[src/sv/dcci_pkg.sv]
// Package: shared types, constants and helpers for the day-cycle color interpolator.
package dcci_pkg;

  localparam int unsigned DayMinutes = 1440;
  localparam int unsigned DayRecip   = 5965232;  // floor(2^33 / 1440)
  localparam int unsigned NumKeys    = 4;
  localparam int unsigned AddrW      = 5;

  typedef enum logic [2:0] {
    REG_TIME0  = 3'd0,
    REG_TIME1  = 3'd1,
    REG_TIME2  = 3'd2,
    REG_TIME3  = 3'd3,
    REG_COLOR0 = 3'd4,
    REG_COLOR1 = 3'd5,
    REG_COLOR2 = 3'd6,
    REG_COLOR3 = 3'd7
  } reg_idx_e;

  // classified beat handed from front to back
  typedef struct packed {
    logic [1:0]         seg;
    logic signed [12:0] offset;
    logic signed [12:0] length;
  } job_t;

  typedef struct packed {
    logic [7:0] red;
    logic [7:0] green;
    logic [7:0] blue;
    logic [6:0] level;
  } res_t;

  function automatic logic [7:0] chan(input logic [23:0] c, input logic [1:0] ch);
    logic [7:0] r;
    begin
      case (ch)
        2'd0:    r = c[23:16];
        2'd1:    r = c[15:8];
        default: r = c[7:0];
      endcase
      return r;
    end
  endfunction

  // x / 3 for x < 1024, by reciprocal
  function automatic logic [9:0] div3(input logic [9:0] x);
    logic [21:0] p;
    begin
      p = 22'(x) * 22'd1366;
      return p[21:12];
    end
  endfunction

endpackage

[src/sv/dcci_front.sv]
// Front end: minute reduction modulo a day and segment classification.
module dcci_front (
  input  logic              clk_i,
  input  logic              rst_ni,
  input  logic              en_i,
  input  logic              valid_i,
  input  logic [30:0]       minutes_i,
  input  logic [10:0]       kt_i [4],
  output logic              valid_o,
  output dcci_pkg::job_t    job_o
);
  import dcci_pkg::*;

  // stage 1: quotient by reciprocal, low by at most one; stage 2: fix-up
  logic        v1_q, v2_q;
  logic [11:0] m1_q;
  logic [20:0] q1_q;
  logic [10:0] t_q;
  logic [53:0] prod;
  logic [11:0] r1;

  assign prod = 54'(minutes_i) * 54'(DayRecip);
  always_ff @(posedge clk_i) begin
    if (en_i) begin
      m1_q <= minutes_i[11:0];
      q1_q <= prod[53:33];
    end
  end
  // true remainder is below 2880, so the low 12 bits suffice
  assign r1 = m1_q - 12'(q1_q * 21'(DayMinutes));
  always_ff @(posedge clk_i) begin
    if (en_i) t_q <= (r1 >= 12'(DayMinutes)) ? 11'(r1 - 12'(DayMinutes)) : r1[10:0];
  end

  always_ff @(posedge clk_i or negedge rst_ni) begin
    if (!rst_ni) begin
      v1_q <= 1'b0; v2_q <= 1'b0; valid_o <= 1'b0;
    end else if (en_i) begin
      v1_q <= valid_i; v2_q <= v1_q; valid_o <= v2_q;
    end
  end

  job_t job_d;
  always_comb begin
    logic signed [12:0] t, k0, k1, k2, k3;
    t = 13'(t_q); k0 = 13'(kt_i[0]); k1 = 13'(kt_i[1]);
    k2 = 13'(kt_i[2]); k3 = 13'(kt_i[3]);
    if (t >= k0 && t < k1) begin
      job_d.seg = 2'd0; job_d.offset = t - k0; job_d.length = k1 - k0;
    end else if (t >= k1 && t < k2) begin
      job_d.seg = 2'd1; job_d.offset = t - k1; job_d.length = k2 - k1;
    end else if (t >= k2 && t < k3) begin
      job_d.seg = 2'd2; job_d.offset = t - k2; job_d.length = k3 - k2;
    end else begin
      job_d.seg = 2'd3;
      job_d.offset = (t >= k3) ? t - k3 : t + 13'sd1440 - k3;
      job_d.length = 13'sd1440 - k3 + k0;
    end
    if (job_d.length == '0) job_d.length = 13'sd1;
  end
  always_ff @(posedge clk_i) begin
    if (en_i) job_o <= job_d;
  end
endmodule

[config.mk]
export PLATFORM = sky130hd
export DESIGN_NAME = dcci_front
export DESIGN_NICKNAME = d
export VERILOG_FILES = /design/src/sv/dcci_pkg.sv /design/src/sv/dcci_front.sv
export SDC_FILE = /design/constraint.sdc
export NUM_CORES = 1
export LEC_CHECK = 0
export ABC_AREA = 1
export BUFFER_PORTS_ARGS = -buffer_cell sky130_fd_sc_hd__buf_2
export CORE_MARGIN = 4
export CORE_UTILIZATION = 40
export CTS_BUF_LIST = sky130_fd_sc_hd__clkbuf_16
export DETAILED_ROUTE_END_ITERATION = 10
export HOLD_SLACK_MARGIN = 0.1
export RECOVER_POWER = 50
export SLEW_MARGIN = 20
export SYNTH_ARGS = -nofsm -noshare
export SYNTH_HDL_FRONTEND = slang
export SYNTH_SLANG_ARGS = --single-unit
[constraint.sdc]
create_clock -name clk_i -period 4.2 [get_ports clk_i]
set_input_delay 1.05 -clock clk_i [delete_from_list [all_inputs] [get_ports clk_i]]
set_output_delay 1.05 -clock clk_i [all_outputs]
set_load 0.01 [all_outputs]
## Yosys cells after proc, flatten, opt, wreduce, memory -nomap -nowiden

Cells that the tools add are included.

- Flip-flop bits (word level): 75
- Bits of input ports: 79
- Output and inout bits: 29

- Add/sub/neg operators: 13
- Multipliers: 2
- Order comparisons: 8
- Multiplexer cells: 5
- Reductions and logical operators: 5

Operator list:

| cell | number |
|---|---|
| subtractor 11 x 11 -> 12 bit | 7 |
| two-way mux 27 bit | 2 |
| multiplier 31 x 19 -> 50 bit (second input constant) | 1 |
| >= comparator 11 bit | 4 |
| < comparator 11 bit | 3 |
| two-way mux 26 bit | 1 |
| multiplier 21 x 6 -> 7 bit (second input constant) | 1 |
| adder 12 x 12 -> 13 bit | 1 |
| logical NOT 13 bit | 1 |
| two-way mux 13 bit | 1 |
| subtractor 12 x 11 -> 13 bit | 1 |
| adder 11 x 11 -> 12 bit (second input constant) | 1 |
| >= comparator 12 x 11 -> 1 bit (second input constant) | 1 |
| subtractor 11 x 11 -> 12 bit (first input constant) | 1 |
| subtractor 12 bit | 1 |
| two-way mux 11 bit | 1 |
| subtractor 11 bit (second input constant) | 1 |
| logical AND 1 bit | 3 |
| OR reduction 2 bit | 1 |

## Depth between registers and ports, before layout

Gate-level depths: netlist of the first run.

- Depth after elaboration: 7
- Depth in mapped cells: 25
- Mapped depth without buffers: 25

## Least setup slack after synthesis of the first run

Ideal clock, no wire load.

- Kind: input to register
- Start: input minutes_i[6]
- End: register q1_q[0] (data pin)
- Library setup time: 265 ps
- Arrival: 5583 ps
- Slack: -1648 ps
- Cell stages on the path: 19
- Buffers on the path: 1
- Cell sequence: ha_1 clkbuf_1 xor2_1 ha_1 fa_1 inv_1 fa_1 inv_1 fa_1 inv_1 fa_1 inv_1 ha_1 a21oi_1 a21boi_0 nor2_1 a2111oi_0 o21ai_0 xor2_1

- Longest elaborated chain between the ends: 1

Ends and longest elaborated chain:

| item | RTL line | source |
|---|---|---|
| start: declaration | dcci_front.sv:7 | `input logic [30:0] minutes_i,` |
| multiplier 31 x 19 -> 50 bit | dcci_front.sv:22 | `assign prod = 54'(minutes_i) * 54'(DayRecip);` |
| named net prod[33] | dcci_front.sv:19 | `logic [53:0] prod;` |
| end signal: assignment | dcci_front.sv:26 | `q1_q <= prod[53:33];` |
| end: declaration | dcci_front.sv:17 | `logic [20:0] q1_q;` |

The timed path passes the listed nets, and every way through them passes these cells.
A chain may end at the register's enable or synchronous reset.

## Worst setup path after layout of the first run

- Start: input minutes_i[10]
- End: register q1_q[1] (data pin)

Same word-level chain as after synthesis.

==> impl_results.md, run 1 <==
* Status: finished with violations
* Failing checks: negative setup slack
* Worst Setup End Kind: register
* Syn_area_per_cell at 7.58 um2
* Register-to-Register Path Depth at 14
* Input/output buffers at 107
* Tcrit/Tclk final at 129%
* CP delay by family, top: adder cells
* Number of fill cells in the layout at 4005
* Full die area at 44800 um2
* Yosys reg bits at 61
* Finish-stage setup viols at 7
* # IOs at 108
* Starting DRT DRC Count at 928
* Least-Margin Pin Slew at 877 ps
* Seq/Total Area, Yosys at 11.0%
* Total wire length at 53200 um
* Post-synth design cell area at 16600 um2
* Area contributors post-synth: fa_1 22%, ha_1 20%, inv_1 13%
* Post-synthesis compound-gate area fraction at 8.45%
* DRC at 0
* Post-Synth XOR/XNOR Area at 5.86%
* Share of post-route cells with drive strength above 1 at 19.7%
* Hold-fix buffers, CTS at 0
* Cells after Synth at 2190
* First-pass GRT wire length at 83400 um
* H-Tree Depth at 3
* Initial antenna violation count at 0
* Main synth FF type: edfxtp_1
* Final Hold Vio Count at 0
* Worst Path Arrival at 5520 ps
* Worst slew margin at 41.5%
* Max_cap viols at 0
* CP Depth at 23
* Fraction of registers with async set/reset at 4.92%
* Clock Latency Late Sink at 360 ps
* Worst path slowest cell: fa_1
* Diodes inserted at 0
* Pre-antenna DRT Iters at 5
* RSZ-0062 raised after global routing: yes
* Fmax at 0.185 GHz
* Grt total ovfl at 0
* WHS Path Cells at 0
* Chip Height at 212 um
* Top cell type by total area after synthesis: fa_1
* Synth Warn # at 0
* Largest net degree at the start of global routing at 64
* Critical Path RT at 4300 ps
* CTS Buffer Depth at 2
* Detailed-route via count at 14.9k
* Final worst slack at -1220 ps
* Row cnt at 74
* Area growth, synth to finish at 24.1%
* Main combinational cell family by area after synthesis: adder cells
* Most frequent CP cell: fa_1
* Max-slew violations at 0
* Worst hold path class: reg2reg
* ANT nets after route at 0
* CP Class: in2reg
* Area of the core at 40900 um2
* Post-DP HPWL at 47000 um
* Mux share of post-synthesis cell area at 0.189%
* Initial Util at 40.5%
* Synthesized net count at 2715
* Number of global-route vias before repair at 15.5k
* Cell Chain, Critical Path: buf_6, ha_4, inv_4, fa_1, inv_2, fa_1, inv_2, fa_1, inv_1, fa_1, inv_1, fa_1, inv_2, ha_4, nand2_4, nor2_4, inv_2, or3_4, buf_6, nor2_4, nor3_2, o211ai_1, nand2_1
* Clk_skew at 18.0 ps
* TritonCTS Sinks at 61
* Simple-Gate Fraction of Synth Area at 18.3%
* All-Layer GR Usage at 23.8%
* CTS tree: built
* EDFF count, synth at 58
* Clock Tree Root: clkbuf_16
* Final nets at 3015
* Placed insts at 2995
* Startpoint Class: input pin
* Reg clk slew, reported paths at 60 ps
* Die extent in x at 212 um
* Period minus WS final at 5420 ps
* Final non-filler cell total at 3027
* Synth top area share at 22.1%
* Worst path buffer plus inverter count at 9
* Worst path max stage delay at 510 ps
* WL/cell at 17.6 um
* Adder-Cell Fraction of Synth Area at 41.9%
* CTS Buf Count at 9
* Yosys cell types at 58
* Crit-path max FO at 4
* Gpl congestion at 0.988
* Via/cell ratio at 4.93
-- what timing repair did --
action,4_1_cts,5_1_grt
endpoints found under the setup margin,7,7
buffers inserted,14,3
endpoints found under the hold margin,0,0
gates cloned,0,0
pin swaps,79,49
gates resized for setup,95,58
-- flip-flops by register name, indices dropped and copies added (netlist names) --
name,cells
job_o,28
m1_q,12
q1_q,7
t_q,11
v1_q,1
v2_q,1
valid_o,1
-- routing by layer --
metal  vias up  share of wire (%)  track usage, %  wire (um)
met5         -                  0               0          0
met4         0                2.7            6.75       1440
met3        77                3.7            1.72       1970
met2       372                 50            42.8      26700
met1      7107                 43            30.8      23000
li1       7379                  -               -          -
-- cells in the mapped netlist (all sizes together), types with 14 or more instances --
library cell,count
inv,603
nand2,426
ha,263
fa,183
a21oi,113
nand3,113
nor2,105
xor2,67
o21ai,62
edfxtp,58
xnor2,44
nand4,22
a21o,15
nor3,14
-- final cells by class --
| type | instances | area (um2) | area share, % |
|---|---|---|---|
| flip-flops and latches | 61 | 1820 | 8.82 |
| well taps | 532 | 666 | 3.23 |
| inverters | 605 | 2280 | 11.1 |
| clock buffers | 9 | 225 | 1.09 |
| clock inverters | 7 | 90.1 | 0.437 |
| repair buffers | 304 | 2180 | 10.6 |
| multi-input cells | 1509 | 13300 | 64.7 |
-- final timing paths --
kind | from | slack, ps | end
worst max-delay path | minutes_i[10] | -1220 | q1_q[1]
worst min-delay path | m1_q[0] | 420 | t_q[0]
worst max register to register | q1_q[4] | 470 | t_q[7]
worst min register to register | m1_q[0] | 420 | t_q[0]
max in group asynchronous | rst_ni | 3540 | v2_q
min in group asynchronous | rst_ni | 500 | v1_q
-- kinds of logic (layout without fill, tap and decap cells) --
family,after synthesis,after routing
AND/OR/NAND/NOR,707,707
buffers and inverters,620,925
adder cells (fa/ha/maj),446,446
AO/OA/AOI/OAI,242,242
XOR/XNOR,111,111
flip-flops,61,61
multiplexers,3,3
-- placed cells by master, fill, tap and decap left out, types with 11 or more instances in the layout --
cell / count
buf_4: 181
fa_1: 183
nand2_1: 411
nand3_1: 105
xnor2_1: 42
inv_2: 34
ha_4: 45
inv_1: 565
o21ai_0: 45
a21o_1: 15
edfxtp_1: 58
nand2_2: 11
a21oi_1: 100
buf_2: 88
a21oi_2: 11
ha_1: 214
xor2_1: 62
nand4_1: 20
buf_6: 14
nor2_1: 93
o211ai_1: 13
-- metrics by stage --
stage | cell area (um2) | hold WS (ps) | utilization (%) | worst slack, ps | TNS [ps]
CTS | 20400 | 418 | 49.8 | -1240 | -8130
floorplan | 17100 | 400 | - | -1340 | -8370
global route | 20600 | 433 | 50.3 | -1390 | -9480
detailed placement | 19600 | 405 | 47.8 | -1740 | -11700
global placement | 19600 | 401 | 47.8 | -1700 | -11470
finish | 20600 | 415 | 50.3 | -1220 | -8170
Power of run 1 is not shown: default switching activity piles up to over one toggle a cycle in this logic, so the estimate is an artifact.
==> inputs of run 2 (changes only) <==
Settings changed: MAX_ROUTING_LAYER set to met4.
==> impl_results.md, run 2 (synthesis gave the netlist of run 1 again) <==
* Full die area at 44800 um2 (unchanged)
* CTS Buffer Depth at 2 (unchanged)
* CP Launch Point: minutes_i[16] (was minutes_i[10])
* R2r startpoint: q1_q[4] (unchanged)
* Starting DRT DRC Count at 865 (was 928)
* Tcrit/Tclk final at 128% (was 129%)
* Clock Tree Root: clkbuf_16 (unchanged)
* Number of flip-flops in the largest register at 28 (unchanged)
* Via/cell ratio at 4.93 (about the same)
* Most frequent cells in the layout: 551 x inv_1, 402 x nand2_1, 209 x ha_1, 208 x buf_4, 180 x fa_1 (was 565 x inv_1, 411 x nand2_1, 214 x ha_1, 183 x fa_1, 181 x buf_4)
* Die extent in x at 212 um (unchanged)
* Final Hold Vio Count at 0 (unchanged)
* Input/output buffers at 107 (unchanged)
* Grt total ovfl at 0 (unchanged)
* Finished Core Util at 51.4% (was 50.3%)
* Final nets at 3039 (was 3015)
* WL/cell at 17.5 um (was 17.6 um)
* Area of the core at 40900 um2 (unchanged)
* Worst Setup End Kind: register (unchanged)
* Startpoint Class: input pin (unchanged)
* First-pass GRT wire length at 82400 um (was 83400 um)
* Number of fill cells in the layout at 4009 (was 4005)
* # IOs at 108 (unchanged)
* Finish-stage setup viols at 7 (unchanged)
* Initial antenna violation count at 0 (unchanged)
* Register Area at 1820 um2 (unchanged)
* Share of post-route cells with drive strength above 1 at 22.2% (was 19.7%)
* CTS Buf Count at 9 (unchanged)
* All-Layer GR Usage at 24.4% (was 23.8%)
* Initial Util at 40.5% (unchanged)
* Most flops, register: job_o (unchanged)
* Number of global-route vias before repair at 15.6k (was 15.5k)
* CP Class: in2reg (unchanged)
* Gpl congestion at 0.976 (was 0.988)
* R2r setup slk at 490 ps (was 470 ps)
* Worst Path Arrival at 5490 ps (was 5520 ps)
* Largest net degree at the start of global routing at 26 (was 64)
* HP Start: m1_q[3] (was m1_q[0])
* Worst hold path class: reg2reg (unchanged)
* Chip Height at 212 um (unchanged)
* Total wire length at 53400 um (was 53200 um)
* RSZ-0062 raised after global routing: yes (unchanged)
* Failing checks: negative setup slack (unchanged)
* Multi-input logic area at 13600 um2 (was 13300 um2)
* Critical Path RT at 4300 ps (about the same)
* Reg2reg end: t_q[6] (was t_q[7])
* Register-to-Register Path Depth at 14 (unchanged)
* ANT nets after route at 0 (unchanged)
* Row cnt at 74 (unchanged)
* Area growth, synth to finish at 26.8% (was 24.1%)
* Clk_skew at 10.9 ps (was 18.0 ps)
* Pre-antenna DRT Iters at 6 (was 5)
* Post-DP HPWL at 47700 um (was 47000 um)
* Fmax at 0.186 GHz (was 0.185 GHz)
* CTS tree: built (unchanged)
* Reg clk slew, reported paths at 50 ps (was 60 ps)
* DRC at 0 (unchanged)
* Worst slew margin at 59.0% (was 41.5%)
* TritonCTS Sinks at 61 (unchanged)
* WHS Path Cells at 0 (unchanged)
* Period minus WS final at 5390 ps (was 5420 ps)
* Hold-fix buffers, CTS at 0 (unchanged)
* Max-slew violations at 0 (unchanged)
* Hold EP: t_q[3] (was t_q[0])
* Diodes inserted at 0 (unchanged)
* Clock Latency Late Sink at 360 ps (about the same)
* Detailed-route via count at 15.0k (was 14.9k)
* Crit-path max FO at 4 (unchanged)
* Max_cap viols at 0 (unchanged)
* Most common cell after layout, fill and taps aside: inv_1 (unchanged)
* Final worst slack at -1190 ps (was -1220 ps)
* H-Tree Depth at 3 (unchanged)
* Least-Margin Pin Slew at 614 ps (was 877 ps)
* Status: finished with violations (unchanged)
* Largest registers: job_o x28, m1_q x12, t_q x11 (unchanged)
## run 2: stage by stage
stage | area [um2] | worst slack (ps) | cells | hold WS, ps | TNS (ps)
2_1_floorplan | 17100 | -1340 | 2190 | 400 | -8370
3_3_place_gp | 19700 | -1730 | 3018 | 402 | -11670
3_5_place_dp | 19700 | -1750 | 3018 | 405 | -11750
4_1_cts | 20500 | -1270 | 3043 | 418 | -8420
5_1_grt | 21000 | -1410 | 3051 | 425 | -9200
6_report | 21000 | -1190 | 3051 | 417 | -7880
## run 2: critical path, cell delays in order
cell and delay (ps):
buf_4 140, ha_4 220, fa_1 600, inv_2 50, fa_1 480, inv_1 50
fa_1 470, fa_1 540, inv_2 40, fa_1 510, inv_2 50, ha_4 280
nand2_4 50, inv_2 50, nand4_1 120, or3_4 370, buf_6 140, nor2_4 100
nor3_4 50, o211ai_1 70, nand2_1 70
## run 2: worst max-delay path by stage
stage               to  slack, ps  cells after the start
2_1_floorplan  q1_q[5]      -1340                     21
3_3_place_gp   q1_q[0]      -1730                     20
6_report       q1_q[1]      -1190                     21
3_5_place_dp   q1_q[5]      -1750                     20
4_1_cts        q1_q[1]      -1270                     23
5_1_grt        q1_q[1]      -1410                     23
## run 2: area by class of cell
class	count	share of cell area, %
Clock inverter	7	0.202
Tap cell	532	3.16
Inverter	605	10.9
Sequential cell	61	8.64
Timing Repair Buffer	328	11.7
Clock buffer	9	1.07
Multi-Input combinational cell	1509	64.4
## run 2: per-layer routing
layer  vias to the layer above  part of all wire [%]  track usage [%]
met5                         -                     0                -
met4                         0                   4.2             8.49
met3                       113                   4.3             2.43
met2                       383                    50             42.8
met1                      7107                    42             29.5
li1                       7435                     -                -
## run 2: what timing repair did
item | 4_1_cts | 5_1_grt
setup buffers | 9 | 9
endpoints found under the setup margin | 7 | 7
resized for setup | 98 | 135
pin swaps | 83 | 130
Power of run 2 is left out for the same reason.
==> inputs of run 3 (changes only) <==
Settings changed: HOLD_SLACK_MARGIN 0.1 to unset, SKIP_CTS_REPAIR_TIMING set to 1.
==> impl_results.md, run 3 (synthesis gave the netlist of run 1 again) <==
* CTS tree: built (unchanged)
* Most common cell after layout, fill and taps aside: inv_1 (unchanged)
* WHS Path Cells at 0 (unchanged)
* Final worst slack at -1310 ps (was -1190 ps)
* Fmax at 0.182 GHz (was 0.186 GHz)
* Startpoint Class: input pin (unchanged)
* Full die area at 44800 um2 (unchanged)
* Largest registers: job_o x28, m1_q x12, t_q x11 (unchanged)
* Max-slew violations at 0 (unchanged)
* # IOs at 108 (unchanged)
* Starting DRT DRC Count at 798 (was 865)
* Reg clk slew, reported paths at 50 ps (about the same)
* Final nets at 3029 (was 3039)
* ANT nets after route at 0 (unchanged)
* Number of flip-flops in the largest register at 28 (unchanged)
* Most frequent cells in the layout: 561 x inv_1, 413 x nand2_1, 219 x ha_1, 197 x buf_4, 183 x fa_1 (was 551 x inv_1, 402 x nand2_1, 209 x ha_1, 208 x buf_4, 180 x fa_1)
* All-Layer GR Usage at 24.3% (was 24.4%)
* R2r startpoint: q1_q[4] (unchanged)
* RSZ-0062 raised after global routing: yes (unchanged)
* Hold EP: t_q[3] (unchanged)
* DRC at 0 (unchanged)
* Critical Path RT at 4300 ps (about the same)
* Worst Path Arrival at 5610 ps (was 5490 ps)
* Clock Tree Root: clkbuf_16 (unchanged)
* Row cnt at 74 (unchanged)
* Crit-path max FO at 4 (unchanged)
* TritonCTS Sinks at 61 (unchanged)
* Input/output buffers at 107 (unchanged)
* Pre-antenna DRT Iters at 6 (unchanged)
* Number of global-route vias before repair at 15.5k (was 15.6k)
* Area growth, synth to finish at 22.9% (was 26.8%)
* Via/cell ratio at 4.92 (was 4.93)
* Worst slew margin at 13.4% (was 59.0%)
* R2r setup slk at 500 ps (was 490 ps)
* Finish-stage setup viols at 7 (unchanged)
* Post-DP HPWL at 47700 um (unchanged)
* Status: finished with violations (unchanged)
* WL/cell at 17.4 um (was 17.5 um)
* Chip Height at 212 um (unchanged)
* Final Hold Vio Count at 0 (unchanged)
* Detailed-route via count at 15.0k (about the same)
* Initial Util at 40.5% (unchanged)
* Worst hold path class: reg2reg (unchanged)
* HP Start: m1_q[3] (unchanged)
* Die extent in x at 212 um (unchanged)
* CTS Buf Count at 9 (unchanged)
* Diodes inserted at 0 (unchanged)
* Most flops, register: job_o (unchanged)
* CP Class: in2reg (unchanged)
* CTS Buffer Depth at 2 (unchanged)
* Tcrit/Tclk final at 131% (was 128%)
* Largest net degree at the start of global routing at 26 (unchanged)
* Reg2reg end: t_q[6] (unchanged)
* Share of post-route cells with drive strength above 1 at 18.3% (was 22.2%)
* Area of the core at 40900 um2 (unchanged)
* Finished Core Util at 49.8% (was 51.4%)
* Total wire length at 52800 um (was 53400 um)
* Worst Setup End Kind: register (unchanged)
* Clock Latency Late Sink at 350 ps (was 360 ps)
* Initial antenna violation count at 0 (unchanged)
* Register-to-Register Path Depth at 14 (unchanged)
* Gpl congestion at 0.976 (unchanged)
* Grt total ovfl at 0 (unchanged)
* First-pass GRT wire length at 81900 um (was 82400 um)
* Period minus WS final at 5510 ps (was 5390 ps)
* Failing checks: negative setup slack (unchanged)
* H-Tree Depth at 3 (unchanged)
* Least-Margin Pin Slew at 1300 ps (was 614 ps)
* Clk_skew at 8.17 ps (was 10.9 ps)
* Max_cap viols at 0 (unchanged)
==> run 3: changes by cell type in the layout (fill, tap and decap cells not counted), sizes merged <==
cell / previous run / this run
clkbuf: 16 / 51
buf: 321 / 276
==> run 3: per-layer routing <==
| metal | wire length [um] | track usage [%] |
|---|---|---|
| met2 | 26000 | 42.3 |
| met1 | 22500 | 29.4 |
| met5 | 0 | - |
| met4 | 2160 | 8.37 |
| met3 | 2060 | 2.55 |
==> run 3: critical path: stages <==
cell,delay (ps)
buf_2,150
ha_4,260
fa_1,550
inv_1,70
fa_1,500
inv_1,50
fa_1,480
fa_1,500
inv_1,60
fa_1,510
inv_2,50
ha_4,280
nand2_4,50
inv_2,50
nand4_1,140
or3_4,430
buf_6,130
nor2_4,100
nor3_2,50
o211ai_1,80
nand2_1,70
==> run 3: how the worst max path moves through the flow <==
stage	from	end	slack, ps	cells after the start
3_3_place_gp	minutes_i[6]	q1_q[0]	-1730	20
3_5_place_dp	minutes_i[16]	q1_q[5]	-1750	20
2_1_floorplan	minutes_i[10]	q1_q[5]	-1340	21
5_1_grt	minutes_i[1]	q1_q[1]	-1530	23
4_1_cts	minutes_i[6]	q1_q[0]	-1390	20
6_report	minutes_i[16]	q1_q[1]	-1310	21
==> run 3: stage by stage <==
stage	hold WS [ps]	instance area, um2	worst slack, ps	setup TNS (ps)	instances
2_1_floorplan	400	17100	-1340	-8370	2190
3_3_place_gp	402	19700	-1730	-11670	3018
3_5_place_dp	405	19700	-1750	-11750	3018
4_1_cts	418	20000	-1390	-9200	3034
5_1_grt	425	20400	-1530	-9920	3041
6_report	417	20400	-1310	-8450	3041
==> run 3: cell type report <==
type,count,area [um2]
clock buffers,9,225
clock inverters,7,42.5
fillers,4117,20500
inverters,605,2280
multi-input cells,1509,13200
flip-flops and latches,61,1820
well taps,532,666
repair buffers,318,2200
Power of run 3 is left out for the same reason.
